--- config.mk ---
export PLATFORM = sky130hd
export DESIGN_NAME = trapezoid_duty_profile_flat
export DESIGN_NICKNAME = d
export VERILOG_FILES = /design/src/rtl/tdp_pkg.sv /design/src/rtl/tdp_if.sv /design/src/rtl/tdp_bound.sv /design/src/rtl/tdp_muldiv.sv /design/src/rtl/trapezoid_duty_profile.sv /design/src/flat_wrapper.sv
export VERILOG_INCLUDE_DIRS = /design/src /design/src/rtl
export SDC_FILE = /design/constraint.sdc
export NUM_CORES = 1
export LEC_CHECK = 0
export BUFFER_PORTS_ARGS = -buffer_cell sky130_fd_sc_hd__buf_4
export CORE_ASPECT_RATIO = 1.5
export CORE_UTILIZATION = 50
export DETAILED_ROUTE_END_ITERATION = 8
export PLACE_DENSITY = 0.75
export SLEW_MARGIN = 20
export SYNTH_ARGS = -nofsm -noshare
export SYNTH_HDL_FRONTEND = slang
export SYNTH_SLANG_ARGS = --single-unit
--- constraint.sdc ---
create_clock -name clk -period 5.7 [get_ports clk]
set_input_delay 1.14 -clock clk [delete_from_list [all_inputs] [get_ports clk]]
set_output_delay 1.14 -clock clk [all_outputs]
set_load 0.03 [all_outputs]
--- src/rtl/assert_macros.svh ---
// Assertion helpers, clocked on clk and disabled while rst_n is low.
`ifndef ASSERT_MACROS_SVH
`define ASSERT_MACROS_SVH

// Same-cycle implication.
`define TDP_ASSERT_IMPL(name, ante, cons) \
    name: assert property (@(posedge clk) disable iff (!rst_n) (ante) |-> (cons)) \
        else $error("assertion failed: same-cycle implication");

// Next-cycle implication.
`define TDP_ASSERT_NEXT(name, ante, cons) \
    name: assert property (@(posedge clk) disable iff (!rst_n) (ante) |=> (cons)) \
        else $error("assertion failed: next-cycle implication");

`endif

--- src/rtl/tdp_pkg.sv ---
package tdp_pkg;

    localparam int TIME_W     = 32;
    localparam int MS_W       = 16;
    localparam int DUTY_W     = 7;
    localparam int PROD_W     = DUTY_W + MS_W;
    localparam int PHASE_W    = 3;
    localparam int CMD_W      = 2;
    localparam int CFG_IDX_W  = 2;
    localparam int CFG_DATA_W = 16;

    // bits of elapsed time handled per cycle by the boundary scan
    localparam int SCAN_DIGIT_W = 4;

    localparam logic [MS_W-1:0]   RAMP_UP_RST     = 16'd1500;
    localparam logic [MS_W-1:0]   CRUISE_RST      = 16'd2000;
    localparam logic [MS_W-1:0]   RAMP_DN_RST     = 16'd1500;
    localparam logic [DUTY_W-1:0] CRUISE_DUTY_RST = 7'd22;
    localparam logic [DUTY_W-1:0] DUTY_MAX        = 7'd100;

    typedef enum logic [CMD_W-1:0] {
        CMD_TICK  = 2'd0,
        CMD_ARM   = 2'd1,
        CMD_START = 2'd2,
        CMD_STOP  = 2'd3
    } tdp_cmd_t;

    typedef enum logic [PHASE_W-1:0] {
        PH_DISARMED  = 3'd0,
        PH_READY     = 3'd1,
        PH_RAMP_UP   = 3'd2,
        PH_CRUISE    = 3'd3,
        PH_RAMP_DOWN = 3'd4,
        PH_STOPPED   = 3'd5
    } tdp_phase_t;

    typedef enum logic [CFG_IDX_W-1:0] {
        CFG_RAMP_UP     = 2'd0,
        CFG_CRUISE      = 2'd1,
        CFG_RAMP_DN     = 2'd2,
        CFG_CRUISE_DUTY = 2'd3
    } tdp_cfg_idx_t;

    typedef enum logic [1:0] {
        ST_IDLE,
        ST_SCAN,
        ST_MULDIV,
        ST_DONE
    } tdp_state_t;

    typedef struct packed {
        logic [MS_W-1:0] ramp_up;
        logic [MS_W-1:0] cruise;
        logic [MS_W-1:0] ramp_dn;
    } tdp_spans_t;

    // boundary scan result; flags are unsigned elapsed < boundary
    typedef struct packed {
        logic            done;
        logic            lt_up;
        logic            lt_cruise;
        logic            lt_end;
        logic [MS_W-1:0] t_up;
        logic [MS_W-1:0] t_dn;
    } tdp_bound_res_t;

endpackage

--- src/rtl/tdp_if.sv ---
interface tdp_req_if import tdp_pkg::*; ();
    logic              valid;
    logic              ready;
    logic [CMD_W-1:0]  cmd;
    logic [TIME_W-1:0] now_ms;

    modport source (output valid, output cmd, output now_ms, input ready);
    modport sink   (input valid, input cmd, input now_ms, output ready);
endinterface

interface tdp_rsp_if import tdp_pkg::*; ();
    logic               valid;
    logic               ready;
    logic [PHASE_W-1:0] phase;
    logic [DUTY_W-1:0]  duty_percent;
    logic               drive_enabled;
    logic               just_stopped;
    logic               start_accepted;

    modport source (output valid, output phase, output duty_percent, output drive_enabled,
                    output just_stopped, output start_accepted, input ready);
    modport sink   (input valid, input phase, input duty_percent, input drive_enabled,
                    input just_stopped, input start_accepted, output ready);
endinterface

--- src/rtl/tdp_bound.sv ---
// Digit-serial elapsed time and boundary compare, LSB digit first.
module tdp_bound import tdp_pkg::*; #(
    parameter int DIGIT_W = SCAN_DIGIT_W
) (
    input  logic              clk,
    input  logic              rst_n,
    input  logic              start,
    input  logic [TIME_W-1:0] now_ms,
    input  logic [TIME_W-1:0] start_time,
    input  tdp_spans_t        spans,
    output tdp_bound_res_t    res
);

    localparam int NDIG = TIME_W / DIGIT_W;
    localparam int CNT_W = (NDIG > 1) ? $clog2(NDIG) : 1;
    localparam logic [CNT_W-1:0] LAST = CNT_W'(NDIG - 1);

    logic [TIME_W-1:0] now_sh_reg, st_sh_reg, up_sh_reg, cr_sh_reg, dn_sh_reg;
    logic [TIME_W-1:0] el_sh_reg, rel_sh_reg;
    logic              br_e_reg, br_up_reg, br_cr_reg, br_end_reg, cy_b2_reg, cy_b3_reg;
    logic [CNT_W-1:0]  cnt_reg, cnt_next;
    logic              busy_reg, busy_next;
    logic              done_reg, done_next;

    logic [DIGIT_W:0]  e_x, b2_x, b3_x, up_x, cr_x, end_x;

    always_comb
    begin
        e_x   = {1'b0, now_sh_reg[DIGIT_W-1:0]} - {1'b0, st_sh_reg[DIGIT_W-1:0]}
              - (DIGIT_W+1)'(br_e_reg);
        b2_x  = {1'b0, up_sh_reg[DIGIT_W-1:0]} + {1'b0, cr_sh_reg[DIGIT_W-1:0]}
              + (DIGIT_W+1)'(cy_b2_reg);
        b3_x  = {1'b0, b2_x[DIGIT_W-1:0]} + {1'b0, dn_sh_reg[DIGIT_W-1:0]}
              + (DIGIT_W+1)'(cy_b3_reg);
        up_x  = {1'b0, e_x[DIGIT_W-1:0]} - {1'b0, up_sh_reg[DIGIT_W-1:0]}
              - (DIGIT_W+1)'(br_up_reg);
        cr_x  = {1'b0, e_x[DIGIT_W-1:0]} - {1'b0, b2_x[DIGIT_W-1:0]}
              - (DIGIT_W+1)'(br_cr_reg);
        end_x = {1'b0, e_x[DIGIT_W-1:0]} - {1'b0, b3_x[DIGIT_W-1:0]}
              - (DIGIT_W+1)'(br_end_reg);
    end

    always_comb
    begin
        cnt_next  = cnt_reg;
        busy_next = busy_reg;
        done_next = 1'b0;
        if (start)
        begin
            cnt_next  = '0;
            busy_next = 1'b1;
        end
        else if (busy_reg)
        begin
            cnt_next = cnt_reg + CNT_W'(1);
            if (cnt_reg == LAST)
            begin
                busy_next = 1'b0;
                done_next = 1'b1;
            end
        end
    end

    always_ff @(posedge clk or negedge rst_n)
    begin
        if (!rst_n)
        begin
            cnt_reg  <= '0;
            busy_reg <= 1'b0;
            done_reg <= 1'b0;
        end
        else
        begin
            cnt_reg  <= cnt_next;
            busy_reg <= busy_next;
            done_reg <= done_next;
        end
    end

    always_ff @(posedge clk)
    begin
        if (start)
        begin
            now_sh_reg <= now_ms;
            st_sh_reg  <= start_time;
            up_sh_reg  <= TIME_W'(spans.ramp_up);
            cr_sh_reg  <= TIME_W'(spans.cruise);
            dn_sh_reg  <= TIME_W'(spans.ramp_dn);
            br_e_reg   <= 1'b0;
            br_up_reg  <= 1'b0;
            br_cr_reg  <= 1'b0;
            br_end_reg <= 1'b0;
            cy_b2_reg  <= 1'b0;
            cy_b3_reg  <= 1'b0;
        end
        else if (busy_reg)
        begin
            now_sh_reg <= now_sh_reg >> DIGIT_W;
            st_sh_reg  <= st_sh_reg >> DIGIT_W;
            up_sh_reg  <= up_sh_reg >> DIGIT_W;
            cr_sh_reg  <= cr_sh_reg >> DIGIT_W;
            dn_sh_reg  <= dn_sh_reg >> DIGIT_W;
            el_sh_reg  <= {e_x[DIGIT_W-1:0], el_sh_reg[TIME_W-1:DIGIT_W]};
            rel_sh_reg <= {cr_x[DIGIT_W-1:0], rel_sh_reg[TIME_W-1:DIGIT_W]};
            br_e_reg   <= e_x[DIGIT_W];
            br_up_reg  <= up_x[DIGIT_W];
            br_cr_reg  <= cr_x[DIGIT_W];
            br_end_reg <= end_x[DIGIT_W];
            cy_b2_reg  <= b2_x[DIGIT_W];
            cy_b3_reg  <= b3_x[DIGIT_W];
        end
    end

    assign res.done      = done_reg;
    assign res.lt_up     = br_up_reg;
    assign res.lt_cruise = br_cr_reg;
    assign res.lt_end    = br_end_reg;
    assign res.t_up      = el_sh_reg[MS_W-1:0];
    assign res.t_dn      = rel_sh_reg[MS_W-1:0];

endmodule

--- src/rtl/tdp_muldiv.sv ---
// Shift-add multiply (one duty bit a cycle), then restoring divide
// (one quotient bit a cycle). Quotient is known to fit DUTY_W bits.
module tdp_muldiv import tdp_pkg::*; (
    input  logic              clk,
    input  logic              rst_n,
    input  logic              start,
    input  logic [DUTY_W-1:0] cd,
    input  logic [MS_W-1:0]   t,
    input  logic [MS_W-1:0]   dv,
    output logic              done,
    output logic [DUTY_W-1:0] q
);

    localparam int CNT_W = $clog2(DUTY_W);
    localparam logic [CNT_W-1:0] LAST = CNT_W'(DUTY_W - 1);

    logic [DUTY_W-1:0] cd_sh_reg, q_reg;
    logic [PROD_W-1:0] mc_reg, acc_reg, dsh_reg;
    logic [CNT_W-1:0]  cnt_reg, cnt_next;
    logic              busy_reg, busy_next;
    logic              div_reg, div_next;
    logic              done_reg, done_next;
    logic              ge;

    assign ge = (acc_reg >= dsh_reg);

    always_comb
    begin
        cnt_next  = cnt_reg;
        busy_next = busy_reg;
        div_next  = div_reg;
        done_next = 1'b0;
        if (start)
        begin
            cnt_next  = '0;
            busy_next = 1'b1;
            div_next  = 1'b0;
        end
        else if (busy_reg)
        begin
            cnt_next = cnt_reg + CNT_W'(1);
            if (cnt_reg == LAST)
            begin
                cnt_next = '0;
                if (div_reg)
                begin
                    busy_next = 1'b0;
                    done_next = 1'b1;
                end
                else
                begin
                    div_next = 1'b1;
                end
            end
        end
    end

    always_ff @(posedge clk or negedge rst_n)
    begin
        if (!rst_n)
        begin
            cnt_reg  <= '0;
            busy_reg <= 1'b0;
            div_reg  <= 1'b0;
            done_reg <= 1'b0;
        end
        else
        begin
            cnt_reg  <= cnt_next;
            busy_reg <= busy_next;
            div_reg  <= div_next;
            done_reg <= done_next;
        end
    end

    always_ff @(posedge clk)
    begin
        if (start)
        begin
            cd_sh_reg <= cd;
            mc_reg    <= PROD_W'(t);
            acc_reg   <= '0;
            dsh_reg   <= PROD_W'({dv, {(DUTY_W-1){1'b0}}});
            q_reg     <= '0;
        end
        else if (busy_reg && !div_reg)
        begin
            if (cd_sh_reg[0])
            begin
                acc_reg <= acc_reg + mc_reg;
            end
            mc_reg    <= mc_reg << 1;
            cd_sh_reg <= cd_sh_reg >> 1;
        end
        else if (busy_reg)
        begin
            if (ge)
            begin
                acc_reg <= acc_reg - dsh_reg;
            end
            q_reg   <= {q_reg[DUTY_W-2:0], ge};
            dsh_reg <= dsh_reg >> 1;
        end
    end

    assign done = done_reg;
    assign q    = q_reg;

endmodule

--- src/rtl/trapezoid_duty_profile.sv ---
// Trapezoidal duty profile sequencer. Each request beat carries a command
// (tick, arm, start, stop) and the millisecond time; each yields exactly one
// response beat with the phase after the command, the duty, drive enable,
// end-of-profile and start-accepted flags. Arm, start, stop and ticks outside
// an active phase settle at once, with no scan. A tick in ramp up, cruise or
// ramp down first runs the boundary scan, which works out elapsed time and
// compares it with the three cumulative boundaries DIGIT_W bits a cycle; a
// tick that lands in cruise or past the end then needs no multiply or
// divide. A tick on a ramp adds the serial multiply and divide. DIGIT_W
// must divide 32 and be at most 16. The response sits in an output register,
// so a new request is taken while the last response waits. Configuration
// writes are meant for idle periods only.
`include "assert_macros.svh"

module trapezoid_duty_profile import tdp_pkg::*; #(
    parameter int DIGIT_W = SCAN_DIGIT_W
) (
    input  logic                  clk,
    input  logic                  rst_n,
    input  logic                  cfg_we,
    input  logic [CFG_IDX_W-1:0]  cfg_index,
    input  logic [CFG_DATA_W-1:0] cfg_wdata,
    tdp_req_if.sink               req,
    tdp_rsp_if.source             rsp
);

    // configuration
    logic [MS_W-1:0]   ramp_up_reg, cruise_reg, ramp_dn_reg;
    logic [DUTY_W-1:0] cd_reg;
    logic [DUTY_W-1:0] cfg_duty;

    // profile state
    tdp_phase_t        phase_reg;
    logic [TIME_W-1:0] start_time_reg;
    tdp_state_t        state_reg, state_next;

    // result being built for the current beat
    tdp_phase_t        res_phase_reg;
    logic [DUTY_W-1:0] res_duty_reg;
    logic              res_ended_reg;
    logic              res_acc_reg;

    // output register
    logic               out_valid_reg;
    logic [PHASE_W-1:0] out_phase_reg;
    logic [DUTY_W-1:0]  out_duty_reg;
    logic               out_drive_reg;
    logic               out_ended_reg;
    logic               out_acc_reg;

    logic              req_fire;
    tdp_cmd_t          req_cmd;
    logic              active;
    logic              scan_go;
    tdp_phase_t        dir_phase;
    logic              dir_acc;
    logic              on_ramp;
    logic              md_go;
    logic              out_load;
    tdp_spans_t        spans;
    tdp_bound_res_t    bnd;
    logic              md_done;
    logic [DUTY_W-1:0] md_q;

    assign req_cmd  = tdp_cmd_t'(req.cmd);
    assign req_fire = req.valid && req.ready;
    assign active   = phase_reg inside {PH_RAMP_UP, PH_CRUISE, PH_RAMP_DOWN};
    assign scan_go  = req_fire && (req_cmd == CMD_TICK) && active;
    // ramp up, or past cruise but before the end
    assign on_ramp  = bnd.lt_up || (bnd.lt_end && !bnd.lt_cruise);

    assign spans.ramp_up = ramp_up_reg;
    assign spans.cruise  = cruise_reg;
    assign spans.ramp_dn = ramp_dn_reg;

    // Commands that settle at once: arm, start, stop, idle-phase tick.
    always_comb
    begin
        dir_phase = phase_reg;
        dir_acc   = 1'b0;
        unique case (req_cmd)
            CMD_TICK:
            begin
                dir_phase = phase_reg;
            end
            CMD_ARM:
            begin
                if (phase_reg == PH_DISARMED || phase_reg == PH_STOPPED)
                begin
                    dir_phase = PH_READY;
                end
            end
            CMD_START:
            begin
                if (phase_reg == PH_READY)
                begin
                    dir_phase = PH_RAMP_UP;
                    dir_acc   = 1'b1;
                end
            end
            CMD_STOP:
            begin
                dir_phase = PH_STOPPED;
            end
        endcase
    end

    // configuration writes; cruise duty saturates at DUTY_MAX (100 percent)
    assign cfg_duty = cfg_wdata[DUTY_W-1:0];

    always_ff @(posedge clk or negedge rst_n)
    begin
        if (!rst_n)
        begin
            ramp_up_reg <= RAMP_UP_RST;
            cruise_reg  <= CRUISE_RST;
            ramp_dn_reg <= RAMP_DN_RST;
            cd_reg      <= CRUISE_DUTY_RST;
        end
        else if (cfg_we)
        begin
            unique case (tdp_cfg_idx_t'(cfg_index))
                CFG_RAMP_UP:     ramp_up_reg <= cfg_wdata[MS_W-1:0];
                CFG_CRUISE:      cruise_reg  <= cfg_wdata[MS_W-1:0];
                CFG_RAMP_DN:     ramp_dn_reg <= cfg_wdata[MS_W-1:0];
                CFG_CRUISE_DUTY: cd_reg      <= (cfg_duty > DUTY_MAX) ? DUTY_MAX : cfg_duty;
            endcase
        end
    end

    // sequencer: next state
    always_comb
    begin
        state_next = state_reg;
        unique case (state_reg)
            ST_IDLE:
            begin
                if (req_fire)
                begin
                    state_next = scan_go ? ST_SCAN : ST_DONE;
                end
            end
            ST_SCAN:
            begin
                if (bnd.done)
                begin
                    state_next = on_ramp ? ST_MULDIV : ST_DONE;
                end
            end
            ST_MULDIV:
            begin
                if (md_done)
                begin
                    state_next = ST_DONE;
                end
            end
            ST_DONE:
            begin
                if (!out_valid_reg || rsp.ready)
                begin
                    state_next = ST_IDLE;
                end
            end
        endcase
    end

    // sequencer: outputs
    always_comb
    begin
        req.ready = 1'b0;
        md_go     = 1'b0;
        out_load  = 1'b0;
        unique case (state_reg)
            ST_IDLE:   req.ready = 1'b1;
            ST_SCAN:   md_go     = bnd.done && on_ramp;
            ST_MULDIV: md_go     = 1'b0;
            ST_DONE:   out_load  = !out_valid_reg || rsp.ready;
        endcase
    end

    always_ff @(posedge clk or negedge rst_n)
    begin
        if (!rst_n)
        begin
            state_reg      <= ST_IDLE;
            phase_reg      <= PH_DISARMED;
            start_time_reg <= '0;
            out_valid_reg  <= 1'b0;
        end
        else
        begin
            state_reg <= state_next;
            if (req_fire && dir_acc)
            begin
                start_time_reg <= req.now_ms;
            end
            // phase commits as the beat's result is handed on
            if (out_load)
            begin
                phase_reg <= res_phase_reg;
            end
            if (out_load)
            begin
                out_valid_reg <= 1'b1;
            end
            else if (rsp.ready)
            begin
                out_valid_reg <= 1'b0;
            end
        end
    end

    // result build-up
    always_ff @(posedge clk)
    begin
        if (req_fire)
        begin
            res_phase_reg <= dir_phase;
            res_duty_reg  <= '0;
            res_ended_reg <= 1'b0;
            res_acc_reg   <= dir_acc;
        end
        else if (state_reg == ST_SCAN && bnd.done)
        begin
            if (!bnd.lt_end)
            begin
                res_phase_reg <= PH_STOPPED;
                res_ended_reg <= 1'b1;
            end
            else if (bnd.lt_up)
            begin
                res_phase_reg <= PH_RAMP_UP;
            end
            else if (bnd.lt_cruise)
            begin
                res_phase_reg <= PH_CRUISE;
                res_duty_reg  <= cd_reg;
            end
            else
            begin
                res_phase_reg <= PH_RAMP_DOWN;
            end
        end
        else if (state_reg == ST_MULDIV && md_done)
        begin
            // ramp down mirrors the rise: cruise level less the scaled part
            res_duty_reg <= bnd.lt_up ? md_q : (cd_reg - md_q);
        end
    end

    always_ff @(posedge clk)
    begin
        if (out_load)
        begin
            out_phase_reg <= res_phase_reg;
            out_duty_reg  <= res_duty_reg;
            out_drive_reg <= (res_duty_reg != '0);
            out_ended_reg <= res_ended_reg;
            out_acc_reg   <= res_acc_reg;
        end
    end

    assign rsp.valid          = out_valid_reg;
    assign rsp.phase          = out_phase_reg;
    assign rsp.duty_percent   = out_duty_reg;
    assign rsp.drive_enabled  = out_drive_reg;
    assign rsp.just_stopped   = out_ended_reg;
    assign rsp.start_accepted = out_acc_reg;

    tdp_bound #(
        .DIGIT_W (DIGIT_W)
    ) u_bound (
        .clk        (clk),
        .rst_n      (rst_n),
        .start      (scan_go),
        .now_ms     (req.now_ms),
        .start_time (start_time_reg),
        .spans      (spans),
        .res        (bnd)
    );

    tdp_muldiv u_muldiv (
        .clk   (clk),
        .rst_n (rst_n),
        .start (md_go),
        .cd    (cd_reg),
        .t     (bnd.lt_up ? bnd.t_up : bnd.t_dn),
        .dv    (bnd.lt_up ? ramp_up_reg : ramp_dn_reg),
        .done  (md_done),
        .q     (md_q)
    );

    `TDP_ASSERT_IMPL(a_scan_done_in_scan, bnd.done, state_reg == ST_SCAN)
    `TDP_ASSERT_IMPL(a_md_done_in_muldiv, md_done, state_reg == ST_MULDIV)
    `TDP_ASSERT_IMPL(a_duty_within_cruise, state_reg == ST_DONE, res_duty_reg <= cd_reg)
    `TDP_ASSERT_NEXT(a_phase_only_on_load, !out_load, $stable(phase_reg))

endmodule
--- src/flat_wrapper.sv ---
// flat-port wrapper written by rule: the top's interface ports become plain ports
module trapezoid_duty_profile_flat import tdp_pkg::*;
#(
    parameter int DIGIT_W = SCAN_DIGIT_W
)
  (clk, rst_n, cfg_we, cfg_index, cfg_wdata, req_valid, req_cmd, req_now_ms, req_ready, rsp_valid, rsp_phase, rsp_duty_percent, rsp_drive_enabled, rsp_just_stopped, rsp_start_accepted, rsp_ready);
  tdp_req_if req_i ();
  tdp_rsp_if rsp_i ();
  input  logic clk;
  input  logic rst_n;
  input  logic cfg_we;
  input  logic [CFG_IDX_W-1:0] cfg_index;
  input  logic [CFG_DATA_W-1:0] cfg_wdata;
  input wire logic [$bits(req_i.valid)-1:0] req_valid;
  input wire logic [$bits(req_i.cmd)-1:0] req_cmd;
  input wire logic [$bits(req_i.now_ms)-1:0] req_now_ms;
  output wire logic [$bits(req_i.ready)-1:0] req_ready;
  output wire logic [$bits(rsp_i.valid)-1:0] rsp_valid;
  output wire logic [$bits(rsp_i.phase)-1:0] rsp_phase;
  output wire logic [$bits(rsp_i.duty_percent)-1:0] rsp_duty_percent;
  output wire logic [$bits(rsp_i.drive_enabled)-1:0] rsp_drive_enabled;
  output wire logic [$bits(rsp_i.just_stopped)-1:0] rsp_just_stopped;
  output wire logic [$bits(rsp_i.start_accepted)-1:0] rsp_start_accepted;
  input wire logic [$bits(rsp_i.ready)-1:0] rsp_ready;
  assign req_i.valid = req_valid;
  assign req_i.cmd = req_cmd;
  assign req_i.now_ms = req_now_ms;
  assign req_ready = req_i.ready;
  assign rsp_valid = rsp_i.valid;
  assign rsp_phase = rsp_i.phase;
  assign rsp_duty_percent = rsp_i.duty_percent;
  assign rsp_drive_enabled = rsp_i.drive_enabled;
  assign rsp_just_stopped = rsp_i.just_stopped;
  assign rsp_start_accepted = rsp_i.start_accepted;
  assign rsp_i.ready = rsp_ready;
  trapezoid_duty_profile #(.DIGIT_W(DIGIT_W)) u_core (.clk(clk), .rst_n(rst_n), .cfg_we(cfg_we), .cfg_index(cfg_index), .cfg_wdata(cfg_wdata), .req(req_i), .rsp(rsp_i));
endmodule
## Word level (Yosys, flattened, before mapping)

Cells that the tools add are included.

| operators by class | value |
|---|---|
| magnitude comparators | 2 |
| reduce and logical (&&, ||, !) cells | 42 |
| multiplexer cells | 74 |
| $add $sub $neg | 17 |
| bitwise operators | 3 |
| equality and inequality tests | 25 |

Operators with widths:

| cell | number |
|---|---|
| two-way mux 16 bit | 10 |
| two-way mux 32 bit | 4 |
| two-way mux 23 bit | 4 |
| two-way mux 22 bit | 3 |
| two-way mux 7 bit | 9 |
| two-way mux 3 bit | 12 |
| two-way mux 1 bit | 25 |
| adder 23 bit | 1 |
| greater-or-equal comparator 23 x 22 -> 1 bit | 1 |
| subtractor 23 x 22 -> 23 bit | 1 |
| subtractor 4 x 4 -> 5 bit | 4 |
| subtractor 5 x 1 -> 5 bit | 4 |
| AND reduction 2 bit | 9 |
| nonzero test 2 bit | 9 |
| equality test 2 bit (second input constant) | 6 |
| equality test 3 bit (second input constant) | 4 |
| inequality test 2 bit (second input constant) | 6 |
| one-hot mux 3 bit (4 select lines) | 1 |
| adder 4 x 4 -> 5 bit | 2 |
| adder 5 x 1 -> 5 bit | 2 |
| two-way mux 2 bit | 5 |
| logical AND 1 bit | 9 |
| one-hot mux 2 bit (4 select lines) | 1 |
| AND reduction 4 bit | 2 |
| other kinds (15) | 29 |

| word-level totals | value |
|---|---|
| bits in registers | 393 |
| word-level logic and storage cells | 207 |
| output and inout port bits | 15 |
| input bits | 57 |

## Logic depth before layout (Yosys ltp)

Gate-level depths: netlist of the first run.

| depth | value |
|---|---|
| depth after elaboration | 8 |
| depth in mapped cells | 14 |
| mapped depth without buffers | 14 |

## By module

A second synthesis of the first run with hierarchy kept.

| unflattened totals | value |
|---|---|
| cells, all modules | 1536 |
| area, all modules | 19292.3 µm² |

By module, submodules not included:

| module | area an instance (µm²) | cells each | times used |
|---|---|---|---|
| tdp_bound | 8117.8 | 485 | 1 |
| tdp_muldiv | 5789.3 | 643 | 1 |
| trapezoid_duty_profile | 5385.2 | 408 | 1 |

## Least setup slack after synthesis of the first run

Ideal clock, no wire load.

| timing path | value |
|---|---|
| path type | input-to-reg |
| start point | in req_valid |
| end point | reg u_core.u_bound.cr_sh_reg[0], enable pin |
| buffers on the path | 3 |
| slack | 542 ps |
| arrival time | 4683 ps |
| library setup time | 475 ps |
| cell stages on the path | 6 |
| cells stage by stage | nand2_1 > or4_1 > clkbuf_1 > clkbuf_1 > clkbuf_1 > nand2_1 |

| between the ends | value |
|---|---|
| word-level cells in the longest chain between the ends | 4 |

Ends and longest elaborated chain:

| what | RTL line | RTL |
|---|---|---|
| start: declaration | flat_wrapper.sv:14 | `input wire logic [$bits(req_i.valid)-1:0] req_valid;` |
| logical AND 1 bit | trapezoid_duty_profile.sv:66 | `assign req_fire = req.valid && req.ready;` |
| logical AND 1 bit (2 in series) | trapezoid_duty_profile.sv:68 | `assign scan_go = req_fire && (req_cmd == CMD_TICK) && active;` |
| nonzero test 2 bit (no source line) | -- |  |
| end signal: assignment | tdp_bound.sv:87 | `cr_sh_reg <= TIME_W'(spans.cruise);` |
| end signal: assignment | tdp_bound.sv:101 | `cr_sh_reg <= cr_sh_reg >> DIGIT_W;` |
| end: declaration | tdp_bound.sv:18 | `logic [TIME_W-1:0] now_sh_reg, st_sh_reg, up_sh_reg, cr_sh_reg, dn_sh_reg;` |

No other way between the ends.
A chain may end at the register's enable or synchronous reset.

## Worst setup path after layout of the first run

| timing path | value |
|---|---|
| start point | reg u_core.u_muldiv.dsh_reg[1] |
| end point | reg u_core.u_muldiv.acc_reg[11] |

| between the ends | value |
|---|---|
| word-level cells in the longest chain between the ends | 4 |
| elaborated cells on any way between the ends | 7 |

Ends and longest elaborated chain:

| what | RTL line | RTL |
|---|---|---|
| start: declaration | tdp_muldiv.sv:18 | `logic [PROD_W-1:0] mc_reg, acc_reg, dsh_reg;` |
| start signal: assignment | tdp_muldiv.sv:83 | `dsh_reg <= PROD_W'({dv, {(DUTY_W-1){1'b0}}});` |
| start signal: assignment | tdp_muldiv.sv:102 | `dsh_reg <= dsh_reg >> 1;` |
| subtractor 23 x 22 -> 23 bit | tdp_muldiv.sv:99 | `acc_reg <= acc_reg - dsh_reg;` |
| two-way mux 23 bit | tdp_muldiv.sv:97 | `if (ge)` |
| two-way mux 23 bit | tdp_muldiv.sv:95 | `else if (busy_reg)` |
| two-way mux 23 bit | tdp_muldiv.sv:86 | `else if (busy_reg && !div_reg)` |
| end signal: assignment | tdp_muldiv.sv:90 | `acc_reg <= acc_reg + mc_reg;` |
| end signal: assignment | tdp_muldiv.sv:99 |  |
| end: declaration | tdp_muldiv.sv:18 |  |

Several ways; a longest one is shown, not always the timed one. The select of a mux whose other input is x is not followed.

==> results.py, run 1 <==
metrics = {
    "global_routing": {
        "grt_pass1_vias": 13284,
        "grt_pass1_wl_um": 66300,
        "grt_overflow": 0,
        "track_usage_pct": 21.6,
        "grt_max_degree": 122,
        "antenna_found_initial": 0,
    },
    "timing": {
        "fin_worst_skew_ns": 0.0223,
        "max_freq_ghz": 0.280,
        "relSlewSlack_pct": 25.7,
        "finalSetupViolations": 0,
        "timing.hold.ws_ns": 0.410,
        "finalHoldViolCount": 0,
        "tightest_slew_ns": 1.11,
        "fin_crit_ns": 3.58,
        "finalMaxSlewViolations": 0,
        "rsz0062_at_grt": "false",
        "fin_crit_sh_pct": 62.7,
        "final.setup.tns_ns": 0,
    },
    "cts": {
        "cts.sinks": 393,
        "cts_root_buffer": "clkbuf_16",
        "ctsResizeCount": 0,
        "cts_tree": "done",
        "insertion_delay_ns": 0.55,
        "postCtsSetupBuffers": 0,
        "cts_max_level": 2,
        "clockBufferDepth": 3,
        "cts_made_buffers": 39,
        "ctsHoldBuffers": 0,
        "clkTransAtPathRegs_ns": 0.06,
    },
    "drt": {
        "wl_um": 40700,
        "drtIter0Drc": 817,
        "viasPerCell": 5.59,
        "dr.pass1.iters": 5,
        "postRouteAntennaNets": 0,
        "vias": 12924,
        "wire_per_inst_um": 17.6,
        "drc": 0,
    },
    "worst_setup_path": {
        "worst_setup_path_end_kind": "flop",
        "max_stage_delay_ns": 0.87,
        "cp.arrival_ns": 4.02,
        "worstPathMaxFanout": 32,
        "path_common_cell": "a211oi_2",
        "cp_slowest_cell": "or2_1",
        "cp.required_ns": 6.14,
        "crit_path_start_kind": "flop",
        "path_cells": "inv_1, ha_1, nor2b_1, o31ai_1, a211oi_2, o21ai_1, a211oi_2, or2_1, buf_4, nor2_1, a311oi_1",
        "critPathKind": "reg -> reg",
    },
    "floorplanning": {
        "ios": 72,
        "die-height_um": 240,
        "start_util_pct": 51.1,
        "rows": 86,
        "fp.dieW_um": 161,
        "dieArea_um2": 38700,
        "core_um2": 37000,
    },
    "synth": {
        "syn_inst": 1750,
        "ys_seq_area_share_pct": 56.7,
        "yosysTopAreaCellShare_pct": 36.8,
        "synth_top_family_by_area": "simple AND/OR/NAND/NOR gates",
        "synth_warnings": 0,
        "ys_ff_latch": 393,
        "synthMuxAreaShare_pct": 7.00,
        "yosys-top-cells-count": "nand2_1 (425), edfxtp_1 (232), o21ai_0 (91)",
        "synth_ff_type": "edfxtp_1",
        "syn_area_um2": 18900,
        "synth_edf_count": 232,
        "synth_area_leaders": "edfxtp_1 (37%), dfrtp_1 (11%), nand2_1 (8.4%)",
        "yosysMostFrequentCell": "nand2_1",
        "synth_fa_ha_area_share_pct": 6.58,
        "ys_types": 69,
        "synth_compound_area_share_pct": 10.0,
        "async_flop_share_pct": 26.5,
        "synth_area_per_cell_um2": 10.8,
        "syn-num-nets": 1900,
        "yosys.area_share.xor_xnor_pct": 2.31,
        "yosys.area_share.simple_pct": 14.1,
        "synth_top_cell_by_area": "edfxtp_1",
    },
    "placed_design": {
        "place_congestion": 0.957,
        "io_buffers": 71,
        "dp_hpwl_um": 28400,
    },
    "power_and_ir_drop": {
        "vdd_drop_max_uv": 361,
        "cellLeakagePower_nw": 9.04,
        "power.density_nw_per_um2": 524,
        "finalPower_mw": 11.1,
    },
    "finish": {
        "post-route-util_pct": 57.3,
        "fillers": 3113,
        "layout-drive-gt1-share_pct": 14.8,
        "n_antenna_cell": 0,
        "nets": 1949,
        "synthToLayoutAreaGrowth_pct": 12.0,
    },
    "flow_run": {
        "cap_violations": 0,
    },
    "hold_path": {
        "hold_class": "reg -> reg",
    },
    "status": {
        "status": "finished clean",
    },
}
path summary, 6_finish.rpt:
path                            cells past startpoint                                     from                                  endpoint  slack (ns)
worst min register to register                      0   u_core.u_bound.el_sh_reg[23]$_DFFE_PP_    u_core.u_bound.el_sh_reg[19]$_DFFE_PP_        0.41
worst min-delay path                                0   u_core.u_bound.el_sh_reg[23]$_DFFE_PP_    u_core.u_bound.el_sh_reg[19]$_DFFE_PP_        0.41
min in group asynchronous                           1                                    rst_n         u_core.cruise_reg[12]$_DFFE_PN0P_        0.66
worst max-delay path                               11  u_core.u_muldiv.dsh_reg[1]$_SDFFE_PP0P_  u_core.u_muldiv.acc_reg[11]$_SDFFE_PP0P_        2.12
max in group asynchronous                           2                                    rst_n         u_core.u_bound.busy_reg$_DFF_PN0_        3.89
worst max register to register                     11  u_core.u_muldiv.dsh_reg[1]$_SDFFE_PP0P_  u_core.u_muldiv.acc_reg[11]$_SDFFE_PP0P_        2.12
placed cells by master, fill, tap and decap left out, types with 8 or more instances in the layout:
| cell | instances |
|---|---|
| a211oi_1 | 31 |
| a21o_1 | 28 |
| a21oi_1 | 83 |
| and2_1 | 29 |
| buf_4 | 82 |
| clkbuf_1 | 10 |
| clkbuf_16 | 40 |
| dfrtp_1 | 81 |
| dfstp_2 | 23 |
| dfxtp_1 | 56 |
| edfxtp_1 | 232 |
| fa_1 | 11 |
| ha_1 | 82 |
| inv_1 | 82 |
| mux2_2 | 83 |
| mux2i_1 | 39 |
| nand2_1 | 423 |
| nand2b_1 | 10 |
| nand3_1 | 28 |
| nand3b_1 | 9 |
| nor2_1 | 77 |
| nor3_1 | 8 |
| o21a_1 | 14 |
| o21ai_0 | 91 |
| xnor2_1 | 33 |
| xor2_1 | 17 |
metrics by stage:
stage	setup WS, ns	instance area [µm²]	cells
after floorplan	0.542	18900	1750
after global placement	2.02	19900	2241
after CTS	2.13	21200	2312
final	2.12	21200	2313
after global routing	1.80	21200	2313
after detailed placement	1.97	19900	2241
area by class of cell:
class	instances	area (µm²)	area share, %
Clock buffer	53	1080	5.10
Clock inverter	18	166	0.785
Inverter	83	312	1.47
Multi-Input combinational cell	1197	7620	36.0
Sequential cell	393	10700	50.7
Tap cell	484	606	2.86
Timing Repair Buffer	85	667	3.15
power breakdown:
part	total [mW]	internal (mW)	switching, mW
sequential	4.54	4.11	0.435
clock	2.51	1.43	1.08
combinational	4.05	1.65	2.40
logic make-up after synthesis:
kind of cell	after synthesis
xor+xnor	50
flops	393
mux	122
simple gates	630
compound gates	302
fa+ha+maj	93
buf+inv	160
routing by layer:
| metal | up-vias | GRT usage, % | share of wire [%] |
|---|---|---|---|
| met5 | - | 0 | 0 |
| met4 | 0 | 11.4 | 4.8 |
| met3 | 112 | 2.52 | 3.4 |
| met2 | 298 | 40.4 | 54 |
| met1 | 6309 | 23.8 | 38 |
| li1 | 6205 | - | - |
critical path: cells and delay by family, from the launching register on:
| family | cells | cell delay, ns |
|---|---|---|
| adders and majority gates | 1 | 0.28 |
| DFF | 1 | 0.39 |
| buffers and inverters | 2 | 0.35 |
| AOI/OAI and AO/OA | 5 | 1.34 |
| and+or+nand+nor | 3 | 1.10 |
Power figures use the tool's default switching activity.
==> run 2, diff against run 1 <==
--- a/config.mk
+++ b/config.mk
@@ -6,11 +6,12 @@
 export SDC_FILE = /design/constraint.sdc
 export NUM_CORES = 1
 export LEC_CHECK = 0
+export ABC_AREA = 1
 export BUFFER_PORTS_ARGS = -buffer_cell sky130_fd_sc_hd__buf_4
 export CORE_ASPECT_RATIO = 1.5
 export CORE_UTILIZATION = 50
 export DETAILED_ROUTE_END_ITERATION = 8
-export PLACE_DENSITY = 0.75
+export PLACE_DENSITY = 0.77
 export SLEW_MARGIN = 20
 export SYNTH_ARGS = -nofsm -noshare
 export SYNTH_HDL_FRONTEND = slang
==> constraint.sdc (replaced) <==
create_clock -name clk -period 3.1 [get_ports clk]
set_input_delay 0.62 -clock clk [delete_from_list [all_inputs] [get_ports clk]]
set_output_delay 0.62 -clock clk [all_outputs]
set_load 0.03 [all_outputs]
==> results.py, run 2 <==
metrics = {
    "drt": {
        "drc": 0,
        "vias": 15038,
        "drtIter0Drc": 957,
        "postRouteAntennaNets": 0,
        "wl_um": 48000,
        "dr.pass1.iters": 5,
        "viasPerCell": 5.30,
        "wire_per_inst_um": 16.9,
    },
    "finish": {
        "layout-drive-gt1-share_pct": 12.7,
        "layout_common_cells": "nand2_1 (609), inv_1 (331), edfxtp_1 (232), o21ai_0 (183), nor2_1 (154)",
        "final_cell_area_um2": 22600,
        "synthToLayoutAreaGrowth_pct": 12.9,
        "final_common_cell": "nand2_1",
        "nets": 2457,
        "n_antenna_cell": 0,
    },
    "worst_setup_path": {
        "reg2regPathDepth": 15,
        "cp.arrival_ns": 3.48,
        "crit_path_start_kind": "flop",
        "worstPathMaxFanout": 2,
        "cp.required_ns": 3.51,
        "r2r_start": "u_core.u_bound.up_sh_reg[0]$_DFFE_PP_",
        "critPathKind": "reg -> reg",
        "r2r_slack_ns": 0.03,
        "rr_endpoint": "u_core.u_bound.br_end_reg$_SDFFE_PP0P_",
        "worst_setup_path_end_kind": "flop",
    },
    "synth": {
        "syn-num-nets": 2381,
        "synth_top_cell_by_area": "edfxtp_1",
        "yosys-top-cells-count": "nand2_1 (612), inv_1 (336), edfxtp_1 (232)",
        "synth_edf_count": 232,
        "ys_seq_area_share_pct": 53.6,
        "async_flop_share_pct": 26.5,
        "synth_area_leaders": "edfxtp_1 (35%), nand2_1 (11%), dfrtp_1 (10%)",
        "synth_warnings": 0,
        "yosysMostFrequentCell": "nand2_1",
        "synth_area_per_cell_um2": 8.97,
        "synth_ff_type": "edfxtp_1",
        "ys_ff_latch": 393,
        "syn_inst": 2231,
        "ys_types": 41,
        "syn_area_um2": 20000,
        "yosysTopAreaCellShare_pct": 34.8,
    },
    "status": {
        "status": "finished clean",
    },
    "flow_run": {
        "cap_violations": 0,
    },
    "cts": {
        "clockBufferDepth": 3,
        "cts_tree": "done",
        "cts_root_buffer": "clkbuf_16",
        "cts.sinks": 393,
        "cts_max_level": 2,
        "insertion_delay_ns": 0.54,
        "clkTransAtPathRegs_ns": 0.06,
        "ctsHoldBuffers": 0,
        "cts_made_buffers": 39,
    },
    "placed_design": {
        "place_area_um2": 21200,
        "dp_hpwl_um": 35000,
        "io_buffers": 71,
        "place_congestion": 0.929,
    },
    "power_and_ir_drop": {
        "vdd_drop_max_uv": 882,
        "cellLeakagePower_nw": 10.5,
        "power.density_nw_per_um2": 1280,
    },
    "timing": {
        "tightest_slew_ns": 1.13,
        "max_freq_ghz": 0.325,
        "finalHoldViolCount": 0,
        "finalMaxSlewViolations": 0,
        "finalSetupViolations": 0,
        "relSlewSlack_pct": 24.5,
        "fin_crit_ns": 3.07,
        "timing.hold.ws_ns": 0.168,
        "fin_worst_skew_ns": 0.0178,
        "rsz0062_at_grt": "true",
        "fin_crit_sh_pct": 99.2,
    },
    "floorplanning": {
        "fp.dieW_um": 165,
        "core_um2": 39400,
        "rows": 89,
        "die-height_um": 247,
        "ios": 72,
        "start_util_pct": 50.8,
        "dieArea_um2": 40900,
    },
    "global_routing": {
        "antenna_found_initial": 0,
        "grt_overflow": 0,
        "grt_pass1_vias": 14575,
        "grt_max_degree": 89,
        "track_usage_pct": 23.7,
        "grt_pass1_wl_um": 74200,
    },
    "hold_path": {
        "hold_class": "in -> async",
    },
}
run 2: cell count changes after synthesis, sizes merged, moves of 38 or more:
cell and change:
inv +257, nand2 +197, o21ai +94, nor2 +87, nand3 +65, mux2i -38
run 2: routing by layer:
layer	GRT usage [%]	share of wire (%)	routed length, µm
met5	0	0	0
met4	13.1	5.8	2770
met3	2.85	3.5	1680
met2	44.5	54	25700
met1	25.3	37	17900
run 2: metrics by stage:
stage	std cells	setup WS (ns)	power (mW)	setup TNS, ns	util (%)
finish	2838	0.0251	28.9	0	57.3
global route	2838	-0.0864	31.1	-0.0895	57.3
CTS	2837	0.00182	28.3	0	57.1
detailed placement	2764	-0.0747	23.4	-0.0747	53.8
global placement	2764	-0.0627	22.9	-0.0627	53.8
floorplan	2231	0.0178	19.3	0	-
run 2: worst max-delay path by stage:
stage                                          startpoint                                      to  slack [ns]  depth (start not counted)
global placement    u_core.u_bound.up_sh_reg[0]$_DFFE_PP_  u_core.u_bound.br_end_reg$_SDFFE_PP0P_       -0.06                         15
floorplan           u_core.u_bound.up_sh_reg[0]$_DFFE_PP_  u_core.u_bound.br_end_reg$_SDFFE_PP0P_        0.02                         15
global route        u_core.u_bound.up_sh_reg[0]$_DFFE_PP_  u_core.u_bound.br_end_reg$_SDFFE_PP0P_       -0.09                         15
finish              u_core.u_bound.up_sh_reg[0]$_DFFE_PP_  u_core.u_bound.br_end_reg$_SDFFE_PP0P_        0.03                         15
CTS                 u_core.u_bound.up_sh_reg[0]$_DFFE_PP_  u_core.u_bound.br_end_reg$_SDFFE_PP0P_       0.002                         15
detailed placement  u_core.u_bound.up_sh_reg[0]$_DFFE_PP_  u_core.u_bound.br_end_reg$_SDFFE_PP0P_       -0.07                         15
run 2: cell type report:
type	instances	area [µm²]
clock buffers	52	1090
clock inverters	20	220
fillers	3457	16800
inverters	341	1280
multi-input cells	1429	7800
flip-flops and latches	393	10700
well taps	500	626
repair buffers	103	848
run 2: kinds of logic (layout without fill, tap and decap cells):
| family | after synthesis | in the layout | synth area share, % |
|---|---|---|---|
| xor gates and xnor gates | 29 | 29 | 1.27 |
| DFF | 393 | 393 | 53.6 |
| muxes | 65 | 65 | 3.65 |
| adders and majority gates | 93 | 93 | 6.22 |
| and+or+nand+nor | 928 | 928 | 19.0 |
| AOI/OAI and AO/OA | 314 | 314 | 8.31 |
| buffers and inverters | 409 | 516 | 7.91 |
run 2: what timing repair did:
action | CTS | global route
gates resized for setup | 2 | 15
pin swaps | 4 | 14
setup endpoints to repair | 1 | 3
endpoints found under the hold margin | 0 | 0
buffers inserted | 1 | 1
run 2: power breakdown:
group          total, mW  internal, mW  switching, mW  leakage (nW)
Combinational       14.5          5.63           8.86          5.88
Clock               4.82          2.82           2.00         0.640
Sequential          9.57          8.41           1.17          4.00
run 2: critical path, cell delays in order (launching register included):
cell      delay [ns]
edfxtp_1        0.43
fa_2            0.39
inv_2           0.06
fa_2            0.44
inv_2           0.09
ha_4            0.20
nand3_1         0.06
nand2_1         0.06
xor2_1          0.15
ha_1            0.30
inv_2           0.05
ha_4            0.26
nand2_1         0.07
o21ai_2         0.13
xor2_1          0.15
o22ai_1         0.08
